<file path="src/design/hpool_pkg.sv">
// Shared types and constants for the generational handle pool.
// No dependencies; every other design file refers to it by scoped names.
package hpool_pkg;

   localparam int SLOTS = 8;

   localparam int GEN_W    = 16;
   localparam int HANDLE_W = 32;
   localparam int HIDX_W   = HANDLE_W - GEN_W;     // index half of a handle
   localparam int IDX_W    = $clog2(SLOTS + 1);    // slot number 0..SLOTS
   localparam int CNT_W    = $clog2(SLOTS + 1);    // free count 0..SLOTS
   localparam int STK_W    = (SLOTS > 1) ? $clog2(SLOTS) : 1;
   localparam int SLOT_OUT_W = 4;
   localparam int CMD_W    = 2;
   localparam int STATUS_W = 2;

   localparam logic [CMD_W-1:0] CMD_ALLOC   = 2'd0;
   localparam logic [CMD_W-1:0] CMD_RELEASE = 2'd1;
   localparam logic [CMD_W-1:0] CMD_LOOKUP  = 2'd2;

   localparam logic [STATUS_W-1:0] STATUS_OK      = 2'd0;
   localparam logic [STATUS_W-1:0] STATUS_EMPTY   = 2'd1;
   localparam logic [STATUS_W-1:0] STATUS_INVALID = 2'd2;

   typedef struct packed {
      logic [CMD_W-1:0]    command;
      logic [HANDLE_W-1:0] handle;
   } req_item_type;

   typedef struct packed {
      logic [HANDLE_W-1:0]   new_handle;
      logic [SLOT_OUT_W-1:0] slot_index;
      logic [STATUS_W-1:0]   status;
   } rsp_item_type;

endpackage

</file>
<file path="src/design/hpool_in_stage.sv">
// Input register of the handle pool: holds one request word until the core takes it.
// Depends on hpool_pkg.
module hpool_in_stage (
   input  logic                  clock,
   input  logic                  reset,
   input  logic                  req_valid,
   output logic                  req_stall,
   input  hpool_pkg::req_item_type req_item,
   input  logic                  take,
   output logic                  item_valid,
   output hpool_pkg::req_item_type item
);

   logic                    valid_ff, valid_in;
   hpool_pkg::req_item_type item_ff, item_in;
   logic                    load;

   // room when empty or when the held word leaves this cycle
   assign req_stall = valid_ff && !take;
   assign load      = req_valid && !req_stall;

   always_comb begin
      valid_in = valid_ff;
      item_in  = item_ff;
      if (load) begin
         valid_in = 1'b1;
         item_in  = req_item;
      end else if (take) begin
         valid_in = 1'b0;
      end
   end

   always_ff @(posedge clock) begin
      if (reset) begin
         valid_ff <= 1'b0;
      end else begin
         valid_ff <= valid_in;
      end
      item_ff <= item_in;
   end

   assign item_valid = valid_ff;
   assign item       = item_ff;

endmodule

</file>
<file path="src/design/hpool_core.sv">
// Slot table, generation counters and LIFO free stack; one request per cycle on commit.
// Depends on hpool_pkg.
module hpool_core (
   input  logic                    clock,
   input  logic                    reset,
   input  logic                    commit,
   input  hpool_pkg::req_item_type item,
   output hpool_pkg::rsp_item_type result
);

   localparam int SLOTS = hpool_pkg::SLOTS;
   localparam int IDX_W = hpool_pkg::IDX_W;
   localparam int CNT_W = hpool_pkg::CNT_W;
   localparam int STK_W = hpool_pkg::STK_W;
   localparam int GEN_W = hpool_pkg::GEN_W;
   localparam int HIDX_W = hpool_pkg::HIDX_W;

   logic [IDX_W-1:0] stack_ff [SLOTS];
   logic [IDX_W-1:0] stack_in [SLOTS];
   logic [CNT_W-1:0] count_ff, count_in;
   logic [GEN_W-1:0] gen_ff [SLOTS+1];
   logic [GEN_W-1:0] gen_in [SLOTS+1];
   logic             live_ff [SLOTS+1];
   logic             live_in [SLOTS+1];

   logic [HIDX_W-1:0] h_idx;
   logic [GEN_W-1:0]  h_gen;
   logic              h_range_ok;
   logic [CNT_W-1:0]  count_dec;
   logic [IDX_W-1:0]  top_idx;
   logic              is_alloc;
   logic [IDX_W-1:0]  addr;
   logic [GEN_W-1:0]  gen_rd;
   logic              live_rd;
   logic [GEN_W-1:0]  gen_next;
   logic              h_valid;

   assign h_idx = item.handle[HIDX_W-1:0];
   assign h_gen = item.handle[hpool_pkg::HANDLE_W-1:HIDX_W];
   assign h_range_ok = (item.handle != '0) && (h_idx != '0) &&
                       (h_idx <= HIDX_W'(SLOTS));

   assign count_dec = count_ff - CNT_W'(1);
   assign top_idx   = stack_ff[count_dec[STK_W-1:0]];
   assign is_alloc  = (item.command == hpool_pkg::CMD_ALLOC);

   // one slot is touched per word: stack top on allocate, the handle's slot otherwise
   always_comb begin
      if (is_alloc) begin
         addr = top_idx;
      end else if (h_range_ok) begin
         addr = h_idx[IDX_W-1:0];
      end else begin
         addr = '0;
      end
   end

   assign gen_rd  = gen_ff[addr];
   assign live_rd = live_ff[addr];

   // generation wraps past zero to one
   always_comb begin
      gen_next = gen_rd + GEN_W'(1);
      if (gen_next == '0) begin
         gen_next = GEN_W'(1);
      end
   end

   assign h_valid = h_range_ok && live_rd && (gen_rd == h_gen);

   always_comb begin
      stack_in = stack_ff;
      count_in = count_ff;
      gen_in   = gen_ff;
      live_in  = live_ff;
      result.new_handle = '0;
      result.slot_index = '0;
      result.status     = hpool_pkg::STATUS_INVALID;
      case (item.command)
         hpool_pkg::CMD_ALLOC: begin
            if (count_ff == '0) begin
               result.status = hpool_pkg::STATUS_EMPTY;
            end else begin
               count_in     = count_dec;
               gen_in[addr] = gen_next;
               live_in[addr] = 1'b1;
               result.new_handle = {gen_next, HIDX_W'(top_idx)};
               result.slot_index = hpool_pkg::SLOT_OUT_W'(top_idx);
               result.status     = hpool_pkg::STATUS_OK;
            end
         end
         hpool_pkg::CMD_RELEASE: begin
            if (h_valid && (count_ff < CNT_W'(SLOTS))) begin
               live_in[addr] = 1'b0;
               stack_in[count_ff[STK_W-1:0]] = addr;
               count_in = count_ff + CNT_W'(1);
               result.slot_index = hpool_pkg::SLOT_OUT_W'(addr);
               result.status     = hpool_pkg::STATUS_OK;
            end
         end
         hpool_pkg::CMD_LOOKUP: begin
            if (h_valid) begin
               result.slot_index = hpool_pkg::SLOT_OUT_W'(addr);
               result.status     = hpool_pkg::STATUS_OK;
            end
         end
         default: begin
         end
      endcase
   end

   always_ff @(posedge clock) begin
      if (reset) begin
         count_ff <= CNT_W'(SLOTS);
         for (int i = 0; i < SLOTS; i++) begin
            stack_ff[i] <= IDX_W'(SLOTS - i);
         end
         for (int i = 0; i <= SLOTS; i++) begin
            gen_ff[i]  <= '0;
            live_ff[i] <= 1'b0;
         end
      end else if (commit) begin
         count_ff <= count_in;
         stack_ff <= stack_in;
         gen_ff   <= gen_in;
         live_ff  <= live_in;
      end
   end

endmodule

</file>
<file path="src/design/hpool_out_stage.sv">
// Result register of the handle pool: holds a response word while the consumer stalls.
// Depends on hpool_pkg.
module hpool_out_stage (
   input  logic                    clock,
   input  logic                    reset,
   input  logic                    item_valid,
   output logic                    take,
   input  hpool_pkg::rsp_item_type result,
   output logic                    rsp_valid,
   input  logic                    rsp_stall,
   output hpool_pkg::rsp_item_type rsp_item
);

   logic                    valid_ff, valid_in;
   hpool_pkg::rsp_item_type item_ff, item_in;

   assign take = item_valid && (!valid_ff || !rsp_stall);

   always_comb begin
      valid_in = valid_ff && rsp_stall;
      item_in  = item_ff;
      if (take) begin
         valid_in = 1'b1;
         item_in  = result;
      end
   end

   always_ff @(posedge clock) begin
      if (reset) begin
         valid_ff <= 1'b0;
      end else begin
         valid_ff <= valid_in;
      end
      item_ff <= item_in;
   end

   assign rsp_valid = valid_ff;
   assign rsp_item  = item_ff;

endmodule

</file>
<file path="src/design/generational_handle_pool_unit.sv">
// Generational handle pool, top level. An accepted word is held in the input register,
// then its response in the result register on rsp_; throughput one word per cycle while
// rsp_ is not stalled, set by the single read-modify-write of the slot table in between.
// Synchronous active-high reset empties both registers, fills the free stack with
// slot 1 on top and clears every generation and live flag; no clearing pass.
// Depends on hpool_pkg, hpool_in_stage, hpool_core and hpool_out_stage.
module generational_handle_pool_unit (
   input  logic        clock,
   input  logic        reset,
   input  logic        req_valid,
   output logic        req_stall,
   input  logic [1:0]  req_command,
   input  logic [31:0] req_handle,
   output logic        rsp_valid,
   input  logic        rsp_stall,
   output logic [31:0] rsp_new_handle,
   output logic [3:0]  rsp_slot_index,
   output logic [1:0]  rsp_status
);

   hpool_pkg::req_item_type req_item;
   hpool_pkg::req_item_type item;
   hpool_pkg::rsp_item_type result;
   hpool_pkg::rsp_item_type rsp_item;
   logic                    item_valid;
   logic                    take;

   assign req_item.command = req_command;
   assign req_item.handle  = req_handle;

   hpool_in_stage u_in (
      .clock      (clock),
      .reset      (reset),
      .req_valid  (req_valid),
      .req_stall  (req_stall),
      .req_item   (req_item),
      .take       (take),
      .item_valid (item_valid),
      .item       (item)
   );

   hpool_core u_core (
      .clock  (clock),
      .reset  (reset),
      .commit (take),
      .item   (item),
      .result (result)
   );

   hpool_out_stage u_out (
      .clock      (clock),
      .reset      (reset),
      .item_valid (item_valid),
      .take       (take),
      .result     (result),
      .rsp_valid  (rsp_valid),
      .rsp_stall  (rsp_stall),
      .rsp_item   (rsp_item)
   );

   assign rsp_new_handle = rsp_item.new_handle;
   assign rsp_slot_index = rsp_item.slot_index;
   assign rsp_status     = rsp_item.status;

endmodule

</file>
<file path="config.mk">
export PLATFORM = sky130hd
export DESIGN_NAME = generational_handle_pool_unit
export DESIGN_NICKNAME = d
export VERILOG_FILES = /design/src/design/hpool_pkg.sv /design/src/design/hpool_in_stage.sv /design/src/design/hpool_core.sv /design/src/design/hpool_out_stage.sv /design/src/design/generational_handle_pool_unit.sv
export SDC_FILE = /design/constraint.sdc
export NUM_CORES = 1
export LEC_CHECK = 0
export BUFFER_PORTS_ARGS = -buffer_cell sky130_fd_sc_hd__buf_2
export CAP_MARGIN = 20
export CORE_MARGIN = 4
export CORE_UTILIZATION = 35
export CTS_CLUSTER_SIZE = 12
export DETAILED_ROUTE_END_ITERATION = 10
export HOLD_SLACK_MARGIN = 0.1
export PLACE_DENSITY = 0.5
export SLEW_MARGIN = 20
export SYNTH_ARGS = -nofsm -noshare
export SYNTH_HDL_FRONTEND = slang
export SYNTH_SLANG_ARGS = --single-unit
</file>
<file path="constraint.sdc">
create_clock -name clock -period 4.5 [get_ports clock]
set_input_delay 0.225 -clock clock [delete_from_list [all_inputs] [get_ports clock]]
set_output_delay 0.225 -clock clock [all_outputs]
set_load 0.1 [all_outputs]
</file>
==> metrics, run 1 <==
status finished with violations; failing checks negative setup slack; Synth top area share 0.316; Die ar. 37700 um^2; Via density 5.65; Slew headroom 0.374; r2r endpoint u_core.gen_ff[16]$_SDFFE_PP0P_; fraction of layout cells with a size suffix above 1 0.343; Remaining Overflow, GRT 0; routability cong. 1.00; LEAKAGE 0.00648 uW; endpoints failing hold 0; Crit path required time 4.94 ns; Rows 67; Worst Path Arrival 5.40 ns; Top FF cell, synth dfxtp_1; Power Density 331 nW/um^2; fill count 3160; Max-cap violations 0; CTS tree yes; Peak VDD IR 331 uV; CP startpoint kind flip-flop; fmax 202 MHz; Cell Area, Synth 12100 um^2; crit path launch u_core.count_ff[0]$_SDFFE_PP0P_; Critical Path End u_core.gen_ff[16]$_SDFFE_PP0P_; Port Buffers 65; setup violators final 109; initial antenna violation count 0; mean routed wirelength per cell 24.4 um; period utilization 1.10; final setup skew 0.0115 ns; die span in x 194 um; register area 5630 um^2; IO Pins 78; global-route wire length before repair 74600 um; die height 194 um; clock latency on the worst-skew pair 0.55 ns; H-tree depth 1; clock transition at the registers of the reported paths 0.06 ns; Layout Nets 1684; Total Routed Length 51500 um; Avg Cell Area, Syn 9.33 um^2; Post-synth top cells dfxtp_1 (191), nor2_1 (162), a211oi_1 (116), nand2_1 (102), mux2i_1 (70); Remaining DRCs 0; R2R setup slack -0.46 ns; worst min-delay path category input port to flip-flop; most numerous cell in the Yosys netlist dfxtp_1; ranking of synthesized cells by area dfxtp_1 (32%), edfxtp_1 (15%), a211oi_1 (7.2%); Synth async-reset ratio 0; Tot Pwr 5770 uW; All-Layer GR Usage 0.257; Root Buffer clkbuf_16; Tmin final 4.96 ns; RR Startpoint u_core.count_ff[0]$_SDFFE_PP0P_; RSZ-0062 raised after global routing true; CP Capture Type flip-flop; setup slack after layout -0.455 ns; worst slew pin tran 0.937 ns; Worst path max stage delay 0.50 ns; slowest CP cell or4_4; post-synthesis register bit count 251; post-route ant nets 0; DP HPWL 36500 um; WHS 0.148 ns; Pins Over Slew Limit 0; Num CTS Buffers 29; Clock Tree Buf Depth 3; drt first pass iters 5; post-synth cell types 87; number of flops mapped to enable cells by yosys 60; Vias 11900; pin count of the biggest net entering global routing 58; Syn Inst Count 1298; cells on worst reg2reg path 16; Yosys warning count 0; footprint of the multi-input gates 6760 um^2; vias in the first global route 11300; critical path class flip-flop to flip-flop; Placeable Area 33900 um^2; Cell Chain, Critical Path inv_6, ha_4, buf_12, mux2_2, o31a_1, a21boi_4, buf_6, o211ai_1, and3_4, buf_4, a2111o_1, or4_1, or4_4, and2_4, or3_1, o211a_1; Area Growth Syn to Fin 43.9%; Seq/Total Area, Yosys 0.464; DR iter-0 viols 1014; leading area contributor after synthesis dfxtp_1; starting density of the core 0.358; Crit Path Max Fanout 8; Num Clock Sinks 251
==> routing by layer <==
| metal | part of all wire | global-route usage |
|---|---|---|
| met3 | 0.077 | 0.0551 |
| met1 | 0.45 | 0.358 |
| met5 | 0 | 0 |
| met4 | 0.035 | 0.0836 |
| met2 | 0.44 | 0.400 |
==> cell usage in the layout (no fill, tap or decap), types with 11 or more instances in the layout <==
cell / netlist / final
a211oi_1: 116 / 104
a211oi_2: 0 / 11
a21oi_1: 68 / 62
a31oi_1: 19 / 16
buf_12: 0 / 21
buf_2: 24 / 64
buf_4: 18 / 255
buf_6: 3 / 27
clkbuf_16: 0 / 32
conb_1: 1 / 12
dfxtp_1: 191 / 189
dlygate4sd3_1: 0 / 36
edfxtp_1: 60 / 60
inv_1: 28 / 25
mux2i_1: 70 / 61
nand2_1: 102 / 100
nand3_1: 37 / 32
nand4_1: 18 / 18
nor2_1: 162 / 158
nor3_1: 26 / 13
nor3_2: 0 / 11
o211a_1: 13 / 13
o211ai_1: 13 / 13
o21ai_0: 29 / 19
==> area by class of cell <==
type	instances	area share
diodes	1	0.000144
inverters	29	0.00653
clock inverters	12	0.00689
multi-input cells	923	0.388
well taps	448	0.0322
flip-flops and latches	251	0.323
repair buffers	408	0.197
clock buffers	41	0.0459
==> worst max-delay path: cells and delay by family, from the launching register on <==
kind	cells	cell delay [ns]
flops	1	0.36
simple gates	5	1.71
buf+inv	4	0.51
mux	1	0.36
fa+ha+maj	1	0.27
compound gates	5	1.62
==> sequential cells by signal, indices dropped and copies added (netlist names), named ones only <==
name,cells
u_out.rsp_item,26
u_core.count_ff,4
u_core.stack_ff,32
u_core.gen_ff,144
u_out.rsp_valid,1
u_in.item_valid,1
u_in.item,34
==> cell families after synthesis <==
| group | count (synthesis) | synth area share |
|---|---|---|
| adders and majority gates | 4 | 0.00413 |
| buffers and inverters | 135 | 0.0517 |
| DFF | 251 | 0.464 |
| muxes | 82 | 0.0699 |
| AOI/OAI and AO/OA | 379 | 0.228 |
| other | 1 | 0.000310 |
| xor gates and xnor gates | 21 | 0.0158 |
| and+or+nand+nor | 425 | 0.166 |
==> what timing repair did <==
item | 4_1_cts | 5_1_grt
hold buffers | 36 | 0
hold endpoints to repair | 36 | 0
endpoints found under the setup margin | 190 | 171
gates cloned | 2 | 3
pin swaps | 40 | 25
resized for setup | 80 | 88
buffers inserted | 39 | 18
==> worst min-delay path by stage <==
stage / startpoint / to / slack [ns] / cells past startpoint
6_report: reset / u_core.stack_ff[20]$_SDFFE_PP0P_ / 0.15 / 2
5_1_grt: reset / u_core.stack_ff[29]$_SDFFE_PP0P_ / 0.13 / 2
4_1_cts: reset / u_core.stack_ff[20]$_SDFFE_PP0P_ / 0.12 / 2
3_5_place_dp: req_handle[20] / u_in.item[20]$_DFFE_PP_ / 0.40 / 1
3_3_place_gp: req_handle[29] / u_in.item[29]$_DFFE_PP_ / 0.40 / 1
2_1_floorplan: req_handle[0] / u_in.item[0]$_DFFE_PP_ / 0.32 / 0
==> report_power, final <==
group | internal, uW | total (uW) | switching (uW)
sequential | 2350 | 2380 | 27.9
clock | 1350 | 2320 | 968
combinational | 407 | 1070 | 665
total | 4110 | 5770 | 1660
==> metrics by stage <==
step	instances	TNS [ns]	instance area, um^2	util	setup slack, ns
3_3_place_gp	1962	-71.08	14800	0.436	-0.781
3_5_place_dp	1962	-73.97	14800	0.436	-0.750
4_1_cts	2092	-21.64	16700	0.494	-0.395
5_1_grt	2112	-54.08	17400	0.515	-0.619
2_1_floorplan	1309	-1.48	12300	-	-0.0644
6_report	2113	-28.34	17400	0.515	-0.455
Power figures use the tool's default switching activity.
==> inputs of run 2 (changes only) <==
--- a/config.mk
+++ b/config.mk
@@ -5,14 +5,15 @@
 export SDC_FILE = /design/constraint.sdc
 export NUM_CORES = 1
 export LEC_CHECK = 0
+export ABC_CLOCK_PERIOD_IN_PS = 4500
 export BUFFER_PORTS_ARGS = -buffer_cell sky130_fd_sc_hd__buf_2
 export CAP_MARGIN = 20
 export CORE_MARGIN = 4
-export CORE_UTILIZATION = 35
+export CORE_UTILIZATION = 50
 export CTS_CLUSTER_SIZE = 12
 export DETAILED_ROUTE_END_ITERATION = 10
 export HOLD_SLACK_MARGIN = 0.1
-export PLACE_DENSITY = 0.5
+export PLACE_DENSITY = 0.73
 export SLEW_MARGIN = 20
 export SYNTH_ARGS = -nofsm -noshare
 export SYNTH_HDL_FRONTEND = slang
==> run 2 against run 1 <==
The run still ends with negative setup slack left; hold slack better by 0.095 ns; flip-flop and latch count unchanged; routed wire length down 2.6%; combinational power down 6%; final cell count down 7.0%; fmax down 0.57%; first-iteration DRC count up 51%; largest cell class unchanged; largest power group unchanged.
==> metrics, run 2 (synthesized netlist as in run 1, its figures left out) <==
status finished with violations; failing checks negative setup slack; starting density of the core 0.512 (+0.154); Rows 56 (-16%); max FFs per register 144 (unchanged); Max-cap violations 0 (unchanged); Root Buffer clkbuf_16; DP Area 14600 um^2 (-1.3%); grt met2 use 0.567 (+0.167); Slew headroom 0.238 (-0.135); vias in the first global route 12000 (+6.2%); clock latency on the worst-skew pair 0.54 ns (about the same); Cell Chain, Critical Path or4_4, or4_1, nor2_1, a21oi_2, buf_4, buf_4, a32oi_2, o21ai_1, buf_4, and4_1, a2111o_1, or4_1, or4_4, and2_4, or3_1, o211a_1; Worst Path Arrival 5.42 ns (+0.02 ns); Num Clock Sinks 251 (unchanged); CP Capture Type flip-flop; cell mode on critical path buf_4; IO Pins 78 (unchanged); initial antenna violation count 1 (+1); critical path class flip-flop to flip-flop; global-route wire length before repair 73800 um (-0.97%); fraction of layout cells with a size suffix above 1 0.333 (-0.00962); DP HPWL 33800 um (-7.4%); worst min-delay path category input port to flip-flop; post-route ant nets 0 (unchanged); Power Density 332 nW/um^2 (+0.30%); Placeable Area 23700 um^2 (-30%); Remaining Overflow, GRT 0 (unchanged); Place WS -0.557 ns (+0.194 ns); drt first pass iters 6 (+1); pin count of the biggest net entering global routing 166 (+190%); routability cong. 1.07 (+6.5%); WP buf/inv 3 (-1); H-tree depth 1 (unchanged); mean routed wirelength per cell 25.5 um (+4.7%); commonest non-fill, non-tap cells in the layout buf_4 (259), dfxtp_1 (189), nor2_1 (156), a211oi_1 (105), nand2_1 (100); gr busiest metal met2; All-Layer GR Usage 0.364 (+0.106); CTS tree yes; WHS 0.242 ns (+0.0945 ns); RSZ-0062 raised after global routing true; crit-path leading delay family simple AND/OR/NAND/NOR gates; met1 Track Usage GR 0.488 (+0.130); post-route cell area 17000 um^2 (-2.8%); die height 164 um (-16%); Via density 6.30 (+11%); Clock Tree Buf Depth 3 (unchanged); Vias 12400 (+3.6%); die span in x 164 um (-16%); Peak VDD IR 363 uV (+9.5%); Layout Nets 1669 (-0.89%); Total Routed Length 50100 um (-2.6%); most flop-heavy register u_core.gen_ff; commonest non-fill, non-tap cell in the layout buf_4; worst slew pin tran 1.11 ns (+0.176 ns); fmax 201 MHz (-0.57%); final setup skew 0.0186 ns (+0.00715 ns); LEAKAGE 0.00637 uW (-1.8%); fill count 1750 (-45%); Pins Over Slew Limit 0 (unchanged); Area Growth Syn to Fin 39.9%; Crit Path Max Fanout 7 (-1); footprint of the multi-input gates 6720 um^2 (-0.63%); Die ar. 26800 um^2 (-29%); Port Buffers 65 (unchanged); Tmin final 4.98 ns (+0.0282 ns); DR iter-0 viols 1529 (+51%); clock transition at the registers of the reported paths 0.06 ns (about the same); Setup TNS -33.60 ns (-5.27 ns); period utilization 1.11 (+0.00626); slowest CP cell or4_4; register area 5630 um^2 (unchanged); CP startpoint kind flip-flop; setup slack after layout -0.483 ns (-0.0282 ns); Remaining DRCs 0 (unchanged); Crit path required time 4.94 ns (about the same); endpoints failing hold 0 (unchanged); Num CTS Buffers 27 (-6.9%); setup violators final 110 (+0.92%); Layout Utilization 0.716 (+0.201); Worst path max stage delay 0.60 ns (+0.10 ns); GR Util met3 0.0767 (+0.0216)
run 2: cell count changes in the layout (fill, tap and decap cells not counted), moves of 4 or more:
| cell | delta |
|---|---|
| mux2i_4 | -5 |
| buf_12 | -5 |
| buf_6 | -13 |
| clkinv_2 | -4 |
| o221a_2 | -4 |
| mux2i_1 | +8 |
| buf_4 | +4 |
| a21oi_1 | -4 |
| a21oi_2 | +5 |
| o221a_4 | +4 |
run 2: worst reg2reg max path, stage by stage (launching register included):
cell and delay [ns]:
edfxtp_1 0.39, or4_4 0.60, or4_1 0.59, nor2_1 0.17
a21oi_2 0.05, buf_4 0.17, buf_4 0.17, a32oi_2 0.21
o21ai_1 0.13, buf_4 0.16, and4_1 0.17, a2111o_1 0.36
or4_1 0.39, or4_4 0.47, and2_4 0.23, or3_1 0.38
o211a_1 0.22
run 2: final cells by class:
cell class,instances,share of cell area
Tap cell,319,0.0235
Sequential cell,251,0.332
Clock inverter,6,0.00649
Inverter,29,0.00686
Timing Repair Buffer,394,0.189
Antenna cell,1,0.000148
Clock buffer,42,0.0449
Multi-Input combinational cell,924,0.396
run 2: what timing repair did:
item | CTS | global route
hold endpoints to repair | 36 | 0
endpoints found under the setup margin | 133 | 165
buffers inserted | 37 | 12
gates cloned | 3 | 2
gates resized for setup | 87 | 62
hold buffers | 36 | 0
pin swaps | 22 | 25
run 2: path summary, 6_finish.rpt:
path,start,endpoint,slack (ns),cells past startpoint
worst max-delay path,u_in.item[12]$_DFFE_PP_,u_core.gen_ff[16]$_SDFFE_PP0P_,-0.48,16
worst min-delay path,reset,u_core.stack_ff[31]$_SDFFE_PP1P_,0.24,3
worst max register to register,u_in.item[12]$_DFFE_PP_,u_core.gen_ff[16]$_SDFFE_PP0P_,-0.48,16
worst min register to register,flip-flop,flip-flop,0.47,2
run 2: stage by stage:
stage / power, uW / std cells
floorplan: 2920 / 1309
global placement: 3290 / 1829
detailed placement: 3300 / 1829
CTS: 5560 / 1953
global route: 5760 / 1965
finish: 5630 / 1966
run 2: layer usage:
layer / part of all wire / vias up
met4: 0.054 / 2
met1: 0.40 / 5914
met3: 0.098 / 187
met2: 0.44 / 758
li1: - / 5516
met5: 0.00026 / -
run 2: power breakdown:
part           leakage [uW]  total [uW]  switching [uW]  internal, uW
clock network      0.000423        2240             910          1330
registers           0.00212        2380            30.0          2350
logic               0.00383        1010             641           366
total               0.00637        5630            1580          4050
